<file path="config.mk">
export PLATFORM = sky130hd
export DESIGN_NAME = bounded_list_insert_remove_dump
export DESIGN_NICKNAME = d
export VERILOG_FILES = /design/src/sv/blird_pkg.sv /design/src/sv/blird_ram.sv /design/src/sv/bounded_list_insert_remove_dump.sv
export SDC_FILE = /design/constraint.sdc
export NUM_CORES = 1
export LEC_CHECK = 0
export ABC_AREA = 1
export BUFFER_PORTS_ARGS = -buffer_cell sky130_fd_sc_hd__buf_2
export CAP_MARGIN = 40
export CORE_ASPECT_RATIO = 1.2
export CORE_UTILIZATION = 55
export CTS_BUF_LIST = sky130_fd_sc_hd__clkbuf_2 sky130_fd_sc_hd__clkbuf_4 sky130_fd_sc_hd__clkbuf_8
export CTS_CLUSTER_SIZE = 40
export DETAILED_ROUTE_END_ITERATION = 8
export PLACE_DENSITY = 0.71
export REMOVE_ABC_BUFFERS = 1
export SLEW_MARGIN = 20
export SYNTH_ARGS = -nofsm -noshare
export SYNTH_HDL_FRONTEND = slang
export SYNTH_SLANG_ARGS = --single-unit
</file>
<file path="constraint.sdc">
create_clock -name i_clk -period 5.2 [get_ports i_clk]
set_clock_uncertainty 0.2 [all_clocks]
set_input_delay 0.26 -clock i_clk [delete_from_list [all_inputs] [get_ports i_clk]]
set_output_delay 0.26 -clock i_clk [all_outputs]
set_load 0.01 [all_outputs]
</file>
<file path="src/sv/blird_pkg.sv">
// ----------------------------------------------------------------------------
// blird_pkg
// Shared types, field widths and command codes of the bounded list block.
// ----------------------------------------------------------------------------
`default_nettype none

package blird_pkg;

    // Field widths
    localparam int CMD_W   = 2;
    localparam int VAL_W   = 32;
    localparam int POS_W   = 6;

    // Stream widths
    localparam int S_TDATA_W = 40;   // new_value, position, padding
    localparam int S_TUSER_W = CMD_W;
    localparam int M_TDATA_W = VAL_W;
    localparam int M_TUSER_W = 2;

    // Bit places in the result tuser
    localparam int EMPTY_BIT = 0;
    localparam int DROP_BIT  = 1;

    // Command codes; the spare code acts as a removal
    localparam logic [CMD_W-1:0] CMD_PUSH_FRONT = 2'd0;
    localparam logic [CMD_W-1:0] CMD_PUSH_BACK  = 2'd1;
    localparam logic [CMD_W-1:0] CMD_REMOVE     = 2'd2;

    typedef logic signed [VAL_W-1:0] t_value;
    typedef logic [POS_W-1:0]        t_pos;
    typedef logic [CMD_W-1:0]        t_cmd;

endpackage

`default_nettype wire

</file>
<file path="src/sv/blird_ram.sv">
// ----------------------------------------------------------------------------
// blird_ram
// Element store: one write port, one read port with registered read data.
// ----------------------------------------------------------------------------
`default_nettype none

module blird_ram #(
    parameter int DEPTH = 32,
    parameter int AW    = 5
) (
    input  wire logic                  i_clk,
    input  wire logic                  i_we,
    input  wire logic [AW-1:0]         i_waddr,
    input  wire blird_pkg::t_value     i_wdata,
    input  wire logic                  i_re,
    input  wire logic [AW-1:0]         i_raddr,
    output blird_pkg::t_value          o_rdata
);
    import blird_pkg::*;

    t_value r_mem [DEPTH];
    t_value r_rdata;

    // Write port
    always_ff @(posedge i_clk) begin
        if (i_we) begin
            r_mem[i_waddr] <= i_wdata;
        end
    end

    // Read port; data holds while no read is issued
    always_ff @(posedge i_clk) begin
        if (i_re) begin
            r_rdata <= r_mem[i_raddr];
        end
    end

    assign o_rdata = r_rdata;

endmodule

`default_nettype wire

</file>
<file path="src/sv/bounded_list_insert_remove_dump.sv">
// ----------------------------------------------------------------------------
// bounded_list_insert_remove_dump
// Bounded ordered list of signed 32-bit values with insert, remove and dump.
// ----------------------------------------------------------------------------
// Each request inserts a value at the front or back, or removes the element at
// a position, and is answered by a dump of the whole list, front to back, with
// tlast on the final element (an empty list gives one result flagged empty).
// The list lives in a circular store addressed from a front pointer. Inserts
// and removal of the front element are done as the request is accepted;
// removal at position p moves the count-p-1 following entries down through
// the single read port of the store at one entry per cycle. The dump then
// reads one element per cycle, and a stalled result consumer stretches the
// dump. The next request is taken while the last result still waits in the
// output register.
// ----------------------------------------------------------------------------
`default_nettype none

module bounded_list_insert_remove_dump #(
    parameter int CAPACITY = 32
) (
    input  wire logic                           i_clk,
    input  wire logic                           i_rst_n,
    // Request stream
    input  wire logic                           s_tvalid,
    output logic                                s_tready,
    input  wire logic [blird_pkg::S_TDATA_W-1:0] s_tdata,  // [31:0] new_value, [37:32] position
    input  wire logic [blird_pkg::S_TUSER_W-1:0] s_tuser,  // [1:0] command
    // Result stream
    output logic                                m_tvalid,
    input  wire logic                           m_tready,
    output logic [blird_pkg::M_TDATA_W-1:0]     m_tdata,   // [31:0] element_value
    output logic [blird_pkg::M_TUSER_W-1:0]     m_tuser,   // [0] list_empty, [1] insert_dropped
    output logic                                m_tlast    // is_last
);
    import blird_pkg::*;

    localparam int AW   = $clog2(CAPACITY);
    localparam int CW   = $clog2(CAPACITY + 1);
    localparam int SW   = CW + 1;
    localparam int CMPW = ((CW > POS_W) ? CW : POS_W) + 1;

    // Sequencer states
    localparam logic [2:0] ST_IDLE       = 3'd0;
    localparam logic [2:0] ST_SHIFT      = 3'd1;
    localparam logic [2:0] ST_DUMP_START = 3'd2;
    localparam logic [2:0] ST_DUMP       = 3'd3;

    // Circular address of an offset from the front
    function automatic logic [AW-1:0] slot(input logic [AW-1:0] base,
                                           input logic [CW-1:0] off);
        logic [SW-1:0] sum;
        sum = SW'(base) + SW'(off);
        if (sum >= SW'(CAPACITY)) begin
            sum = sum - SW'(CAPACITY);
        end
        return sum[AW-1:0];
    endfunction

    // Request fields
    t_cmd   req_cmd;
    t_value req_val;
    t_pos   req_pos;
    logic   req_acc;
    assign req_cmd = s_tuser;
    assign req_val = s_tdata[VAL_W-1:0];
    assign req_pos = s_tdata[VAL_W+POS_W-1:VAL_W];

    // Control registers
    logic [2:0]    r_state, n_state;
    logic [AW-1:0] r_front, n_front;
    logic [CW-1:0] r_count, n_count;
    logic [CW-1:0] r_idx,   n_idx;
    logic          r_drop,  n_drop;

    // Output register
    logic   r_m_valid, n_m_valid;
    t_value r_m_data;
    logic   r_m_last, r_m_empty, r_m_drop;
    logic   out_free, out_load, load_last, load_empty;
    t_value load_data;

    // Store ports
    logic          mem_we, mem_re;
    logic [AW-1:0] mem_waddr, mem_raddr;
    t_value        mem_wdata, mem_rdata;

    blird_ram #(
        .DEPTH (CAPACITY),
        .AW    (AW)
    ) u_ram (
        .i_clk   (i_clk),
        .i_we    (mem_we),
        .i_waddr (mem_waddr),
        .i_wdata (mem_wdata),
        .i_re    (mem_re),
        .i_raddr (mem_raddr),
        .o_rdata (mem_rdata)
    );

    assign s_tready = (r_state == ST_IDLE);
    assign req_acc  = s_tvalid && s_tready;
    assign out_free = !r_m_valid || m_tready;

    // Sequencer
    always_comb begin
        n_state    = r_state;
        n_front    = r_front;
        n_count    = r_count;
        n_idx      = r_idx;
        n_drop     = r_drop;
        mem_we     = 1'b0;
        mem_waddr  = '0;
        mem_wdata  = req_val;
        mem_re     = 1'b0;
        mem_raddr  = '0;
        out_load   = 1'b0;
        load_last  = 1'b0;
        load_empty = 1'b0;
        load_data  = mem_rdata;
        case (r_state)
            ST_IDLE: begin
                if (req_acc) begin
                    n_drop  = 1'b0;
                    n_state = ST_DUMP_START;
                    if (req_cmd == CMD_PUSH_FRONT || req_cmd == CMD_PUSH_BACK) begin
                        if (r_count == CW'(CAPACITY)) begin
                            n_drop = 1'b1;
                        end else if (req_cmd == CMD_PUSH_FRONT) begin
                            n_front   = (r_front == '0) ? AW'(CAPACITY - 1)
                                                        : r_front - AW'(1);
                            mem_we    = 1'b1;
                            mem_waddr = n_front;
                            n_count   = r_count + CW'(1);
                        end else begin
                            mem_we    = 1'b1;
                            mem_waddr = slot(r_front, r_count);
                            n_count   = r_count + CW'(1);
                        end
                    end else if (CMPW'(req_pos) < CMPW'(r_count)) begin
                        if (req_pos == '0) begin
                            // Front removal just advances the pointer
                            n_front = slot(r_front, CW'(1));
                            n_count = r_count - CW'(1);
                        end else if (CMPW'(req_pos) + CMPW'(1) < CMPW'(r_count)) begin
                            // Fetch the entry after the hole, then shift down
                            mem_re    = 1'b1;
                            mem_raddr = slot(r_front, CW'(req_pos) + CW'(1));
                            n_idx     = CW'(req_pos);
                            n_state   = ST_SHIFT;
                        end else begin
                            n_count = r_count - CW'(1);
                        end
                    end
                end
            end
            ST_SHIFT: begin
                // Write the fetched entry one place down, fetch the next one
                mem_we    = 1'b1;
                mem_waddr = slot(r_front, r_idx);
                mem_wdata = mem_rdata;
                if (CMPW'(r_idx) + CMPW'(2) < CMPW'(r_count)) begin
                    mem_re    = 1'b1;
                    mem_raddr = slot(r_front, r_idx + CW'(2));
                    n_idx     = r_idx + CW'(1);
                end else begin
                    n_count = r_count - CW'(1);
                    n_state = ST_DUMP_START;
                end
            end
            ST_DUMP_START: begin
                if (r_count == '0) begin
                    if (out_free) begin
                        out_load   = 1'b1;
                        load_last  = 1'b1;
                        load_empty = 1'b1;
                        load_data  = '0;
                        n_state    = ST_IDLE;
                    end
                end else begin
                    mem_re    = 1'b1;
                    mem_raddr = r_front;
                    n_idx     = '0;
                    n_state   = ST_DUMP;
                end
            end
            ST_DUMP: begin
                // One element per cycle while the output register drains
                if (out_free) begin
                    out_load  = 1'b1;
                    load_last = (CMPW'(r_idx) + CMPW'(1) == CMPW'(r_count));
                    if (load_last) begin
                        n_state = ST_IDLE;
                    end else begin
                        mem_re    = 1'b1;
                        mem_raddr = slot(r_front, r_idx + CW'(1));
                        n_idx     = r_idx + CW'(1);
                    end
                end
            end
            default: begin
                n_state = ST_IDLE;
            end
        endcase
    end

    // Output valid
    always_comb begin
        n_m_valid = r_m_valid && !m_tready;
        if (out_load) begin
            n_m_valid = 1'b1;
        end
    end

    // Control state
    always_ff @(posedge i_clk) begin
        if (!i_rst_n) begin
            r_state   <= ST_IDLE;
            r_front   <= '0;
            r_count   <= '0;
            r_idx     <= '0;
            r_drop    <= 1'b0;
            r_m_valid <= 1'b0;
        end else begin
            r_state   <= n_state;
            r_front   <= n_front;
            r_count   <= n_count;
            r_idx     <= n_idx;
            r_drop    <= n_drop;
            r_m_valid <= n_m_valid;
        end
    end

    // Result payload
    always_ff @(posedge i_clk) begin
        if (out_load) begin
            r_m_data  <= load_data;
            r_m_last  <= load_last;
            r_m_empty <= load_empty;
            r_m_drop  <= r_drop;
        end
    end

    assign m_tvalid            = r_m_valid;
    assign m_tdata             = r_m_data;
    assign m_tlast             = r_m_last;
    assign m_tuser[EMPTY_BIT]  = r_m_empty;
    assign m_tuser[DROP_BIT]   = r_m_drop;

endmodule

`default_nettype wire

</file>
# Yosys cells after proc, flatten, opt, wreduce, memory -nomap -nowiden
# Memories as Yosys holds them, arrays and structs flattened. A register that Yosys moved wholly into a read port is not among the register bits.
# Cells that the tools add are included.
word_totals:
  latch_bits: 0
  input_bits: 46
  output_inout_bits: 37
  elab_cells: 168
  rom_bits: 0
  register_bits: 57
  ramBits: 1024
  n_memories: 1
memory_table:
  columns: ["name", "words", "width", "rd", "rd_ports_with_merged_regs", "write_ports", "line", "source"]
  rows:
  - ["u_ram.r_mem", 32, 32, 1, 1, 1, "blird_ram.sv:21", "t_value r_mem [DEPTH];"]
op_classes:
  eq_ne: 23
  bitwise_logic: 0
  shifts: 0
  n_mux: 84
  magnitude_cmp: 9
  n_mul: 0
  n_div: 0
  addsub: 21
  n_reduce_logical: 20
ops:
  columns: ["op", "count"]
  rows:
  - ["32-bit 2-to-1 mux", 4]
  - ["5-bit 2-to-1 mux", 25]
  - ["6-bit 2-to-1 mux", 16]
  - ["5-bit by 6-bit adder with 7-bit output", 5]
  - ["7-bit by 6-bit greater-or-equal comparator with 1-bit output (second input constant)", 5]
  - ["5-bit by 1-bit subtractor with 5-bit output (second input constant)", 7]
  - ["6-bit one-hot mux with 4 select lines", 1]
  - ["1-bit 2-to-1 mux", 20]
  - ["2-bit inequality test (second input constant)", 10]
  - ["5-bit one-hot mux with 4 select lines", 1]
  - ["6-bit by 1-bit adder with 6-bit output (second input constant)", 3]
  - ["3-bit 2-to-1 mux", 6]
  - ["6-bit by 1-bit adder with 7-bit output (second input constant)", 2]
  - ["7-bit by 6-bit less-than comparator with 1-bit output", 2]
  - ["6-bit logical NOT", 2]
  - ["3-bit one-hot mux with 4 select lines", 1]
  - ["6-bit one-hot mux with 2 select lines", 1]
  - ["6-bit AND reduction", 2]
  - ["5-bit one-hot mux with 2 select lines", 1]
  - ["10-bit AND reduction", 1]
  - ["2-bit 2-to-1 mux", 4]
  - ["6-bit by 2-bit adder with 7-bit output (second input constant)", 1]
  - ["7-bit by 6-bit equality test with 1-bit output", 1]
  - ["5-bit by 1-bit adder with 6-bit output (second input constant)", 1]
  - ["24 further kinds", 35]

# Depth between registers and ports, before layout
logic_depth:
  depth_word: 10
  ltp_mapped: 25
  mapped_depth_nobuf: 23

# By module
# A second synthesis with hierarchy kept.
hier_totals:
  hier_cells: 4210
  area_unflattened_um2: 47674.5
modules_own_cells:
  columns: ["mod", "cells_per_inst", "area_per_inst_um2", "instances", "seq_area_each_um2"]
  rows:
  - ["blird_ram", 3536, 42726.0, 1, 31710.4]
  - ["bounded_list_insert_remove_dump", 674, 4948.5, 1, 1471.4]

# Worst setup path before layout
# No wires, ideal clock.
synth_timing:
  path_kind: "flip-flop to flip-flop"
  startpoint: "register r_front[1]"
  endpoint: "memory u_ram.r_mem[16][0] (netlist name), enable pin"
  setup_time_ns: 0.421
  synth_period_minus_slack_ns: 4.026
  slack_ns: 1.174
  path_buffers: 0
  stages_incl_launch_ff: 11
  arrival_ns: 3.405
  required_ns: 4.579
  path_cell_list: "dfxtp_1 inv_1 fa_1 nor2_1 o21a_1 nor2_1 a21oi_1 a32o_1 and2_1 nand2_1 nor2_1"
synth_via:
  elab_chain_len: 8
  word_cells_on_any_way: 16
  cone_classes: "add/sub: 5; order compare: 2; mux: 8; reduce/logical: 1"
synth_rtl:
  columns: ["element", "line", "source"]
  rows:
  - ["start: declaration", "bounded_list_insert_remove_dump.sv:70", "logic [AW-1:0] r_front, n_front;"]
  - ["start signal: assignment", "bounded_list_insert_remove_dump.sv:225", "r_front <= n_front;"]
  - ["5-bit by 6-bit adder with 7-bit output", "bounded_list_insert_remove_dump.sv:52", "sum = SW'(base) + SW'(off);"]
  - ["7-bit by 6-bit greater-or-equal comparator with 1-bit output or 5-bit by 1-bit subtractor with 5-bit output (tied branches)", "bounded_list_insert_remove_dump.sv:53, bounded_list_insert_remove_dump.sv:54", null]
  - ["5-bit 2-to-1 mux", "bounded_list_insert_remove_dump.sv:53", "if (sum >= SW'(CAPACITY)) begin"]
  - ["5-bit 2-to-1 mux", "bounded_list_insert_remove_dump.sv:128", "end else if (req_cmd == CMD_PUSH_FRONT) begin"]
  - ["5-bit 2-to-1 mux", "bounded_list_insert_remove_dump.sv:126", "if (r_count == CW'(CAPACITY)) begin"]
  - ["5-bit 2-to-1 mux", "bounded_list_insert_remove_dump.sv:125", "if (req_cmd == CMD_PUSH_FRONT || req_cmd == CMD_PUSH_BACK) begin"]
  - ["5-bit 2-to-1 mux", "bounded_list_insert_remove_dump.sv:122", "if (req_acc) begin"]
  - ["5-bit one-hot mux with 2 select lines *", "bounded_list_insert_remove_dump.sv:120", "case (r_state)"]
  - ["end: declaration", "blird_ram.sv:21", null]
# Mark *: on every way between the ends. The rest lies on a longest branch, timed or not.

# Worst setup path after layout
layout_timing:
  startpoint: "register r_count[1]"
  endpoint: "memory u_ram.r_mem[2][4] (netlist name), enable pin"
layout_via:
  elab_chain_len: 8
  word_cells_on_any_way: 16
  cone_classes: "add/sub: 2; order compare: 1; eq/ne: 1; mux: 12"
layout_rtl:
  columns: ["element", "line", "source"]
  rows:
  - ["start: declaration", "bounded_list_insert_remove_dump.sv:71", "logic [CW-1:0] r_count, n_count;"]
  - ["start signal: assignment", "bounded_list_insert_remove_dump.sv:226", "r_count <= n_count;"]
  - ["5-bit by 6-bit adder with 7-bit output", "bounded_list_insert_remove_dump.sv:52", null]
  - ["7-bit by 6-bit greater-or-equal comparator with 1-bit output or 5-bit by 1-bit subtractor with 5-bit output (tied branches)", "bounded_list_insert_remove_dump.sv:53, bounded_list_insert_remove_dump.sv:54", null]
  - ["5-bit 2-to-1 mux", "bounded_list_insert_remove_dump.sv:53", null]
  - ["5-bit 2-to-1 mux", "bounded_list_insert_remove_dump.sv:128", null]
  - ["5-bit 2-to-1 mux", "bounded_list_insert_remove_dump.sv:126", null]
  - ["5-bit 2-to-1 mux", "bounded_list_insert_remove_dump.sv:125", null]
  - ["5-bit 2-to-1 mux", "bounded_list_insert_remove_dump.sv:122", null]
  - ["5-bit one-hot mux with 2 select lines", "bounded_list_insert_remove_dump.sv:120", null]
# Parallel ways exist; a longest one is shown, timed or not.

==> impl_metrics.toml <==
[status]
status = "complete, no violations"

[synth]
synthFlopType = "edfxtp_1"
ys_types = 48
synth_area_leaders = "edfxtp_1 (65%), nand3_1 (10%), nand2_1 (7.4%)"
syn_inst = 4722
post-synth-top-area-cell = "edfxtp_1"
synth_seq_cells = 1112
async_flop_share = 0
synthAdderAreaFrac = 0.01361
synth_area_um2 = 50570
synth_compound_area_frac = 0.01413
ys_seq_area_frac = 0.6561
synth_edf_count = 1091
yosys.area_share.simple = 0.2358
synth-xor-area-share = 0.004503
synth_top_area_frac = 0.6478
synth.area.mux_share = 0.0001979
yosysWarnings = 0
synth_top_family_by_area = "simple AND/OR/NAND/NOR gates"
postSynthAreaPerCell_um2 = 10.71

[worst_setup_path]
worstPathArrival_ps = 4800
critPathCaptureType = "register"
crit_path_start_kind = "register"
worst-setup-path-type = "register to register"
crit_required_ps = 5500
cp_max_fo = 13

[routing]
drt_iter0_drc = 4090
wirelength_mm = 136.8
viasPerCell = 5.817
post-route-drc-count = 0
wl_per_cell_um = 22.24
drtAntennaViolNets = 0
dr.pass1.iters = 6
num_vias = 35791

[cts]
cts_setup_buffers = 0
cts.sinks = 1112
cts_root_buf = "clkbuf_8"
clk_path_buf_depth = 3
cts_tree = "done"
clkSlewWorstSetupHoldPaths_ps = 60
clk_latency_ps = 850
htreeDepth = 4
cts_made_buffers = 170

[power_and_ir_drop]
leakagePower_nw = 22.28
powerDensity_nw_per_um2 = 454.6
ir_drop_mv = 0.3643

[job]
cap_violations = 0

[sta]
fmax_mhz = 222.0
worst-slew-pin-transition_ps = 1149
setup_viol = 0
rsz0062_at_grt = "false"
period_share = 0.8663
slew_headroom = 0.2338
worst_slack_ps = 695.3
period_minus_slack_ps = 4505
hold_viol = 0
slew_viol_final = 0

[final_layout]
final_common_cell = "edfxtp_1"
drive_gt1_frac = 0.1089
fin_util = 0.6240
finalInstanceArea_um2 = 56690
final_nets = 4955
syn_to_final_growth_pct = 12.09
final_cell_mix = "edfxtp_1 (1091), nand3_1 (1024), nand2_1 (995), inv_1 (617), nand3b_1 (322)"
final_cells = 6153

[die]
rows = 121
dieArea_um2 = 93170
die_h_um = 334.2
io_pins = 83
dieWidth_um = 278.8
coreArea_um2 = 90840
initial_core_util = 0.5567

[placed_design]
post_dp_cell_area_um2 = 52970
place_inst = 5806
pre_cts_slack_ps = 806.1
place_hpwl_mm = 70.40
io_buffers = 80
gp_congestion = 0.8917

[global_routing]
antenna_found_initial = 1
grt_max_degree = 206
grt_first_pass_wirelength_mm = 204.8
overflow = 0
grt_usage = 0.2933
grt_pass1_vias = 34706

[min_path]
hold_path.class = "input port to register"
==> metal layers <==
| metal | vias up | share of wire | global-route usage |
|---|---|---|---|
| met3 | 309 | 0.085 | 0.04415 |
| met2 | 1771 | 0.50 | 0.5075 |
| met1 | 17325 | 0.39 | 0.3714 |
| met5 | - | 0 | 0 |
| li1 | 16386 | - | - |
| met4 | 0 | 0.035 | 0.1136 |
==> path summary, 6_finish.rpt <==
check	from	endpoint	slack [ps]	cells past startpoint
worst max register to register	r_count[1]$_SDFFE_PN0P_	u_ram.r_mem[2][4]$_DFFE_PP_	700	12
worst min register to register	r_drop$_SDFFE_PN0P_	r_m_drop$_DFFE_PP_	260	0
worst max-delay path	r_count[1]$_SDFFE_PN0P_	u_ram.r_mem[2][4]$_DFFE_PP_	700	12
worst min-delay path	s_tuser[0]	r_front[1]$_SDFFE_PN0P_	200	6
==> what timing repair did <==
item                      in CTS  in global routing
hold buffers                  47                  0
resized for setup              0                  0
hold endpoints to repair    1019                  0
==> power breakdown <==
group | internal (mW) | total (mW) | leakage, nW | switching, mW
combinational | 2.20 | 7.31 | 10.6 | 5.11
clock | 3.60 | 7.00 | 1.69 | 3.41
sequential | 11.2 | 11.5 | 10.0 | 0.242
==> kinds of logic after synthesis <==
group / after synthesis
buf+inv: 920
flops: 1112
xor+xnor: 26
simple gates: 2480
mux: 1
compound gates: 131
fa+ha+maj: 52
==> registers in the layout, summed over array words and instances (netlist names) <==
name / cells
r_front: 5
r_count: 6
m_tvalid: 1
m_tlast: 1
r_idx: 6
u_ram.o_rdata: 32
r_m_empty: 1
m_tdata: 32
r_drop: 1
r_state: 2
u_ram.r_mem: 1024
r_m_drop: 1
==> Yosys cell counts, drive strengths merged, types with 3 or more instances <==
cell type / n
buf: 266
inv: 628
nand3: 1030
fa: 5
a31oi: 7
nand4: 5
a21oi: 34
o22ai: 4
nand2: 1000
xor2: 17
o21ai: 71
xnor2: 9
nor2: 103
edfxtp: 1091
dfxtp: 21
nand3b: 322
nor4: 3
nor3: 10
ha: 47
or2: 4
clkbuf: 25
==> worst max-delay path, cell delays in order (launching register included) <==
cell and delay [ps]:
dfxtp_1 470, inv_1 230, ha_1 250, nand3_1 140, nor2_2 90, nand2_1 80, inv_1 60, nor3_1 560
inv_1 170, o22ai_1 250, nand2_1 510, nor2_4 760, buf_4 380
==> layout make-up <==
| class | count | area [um^2] |
|---|---|---|
| antenna | 1 | 2.502 |
| clock buffer | 225 | 2778 |
| clock inverter | 74 | 465.4 |
| fill | 7013 | 34150 |
| inverter | 629 | 2370 |
| multi-input combinational | 2690 | 13930 |
| sequential | 1112 | 33180 |
| tap | 1168 | 1461 |
| timing repair buffer | 254 | 2499 |
==> metrics by stage <==
step / power, mW / TNS [ps] / hold WS (ps)
detailed placement: 18.80 / 0 / 237.8
finish: 25.77 / 0 / 195.9
CTS: 25.78 / 0 / 95.31
global route: 26.94 / 0 / 189.5
floorplan: 16.51 / -478130 / 189.7
global placement: 18.53 / 0 / 233.3
No activity file was read; power rests on OpenSTA's default activity.
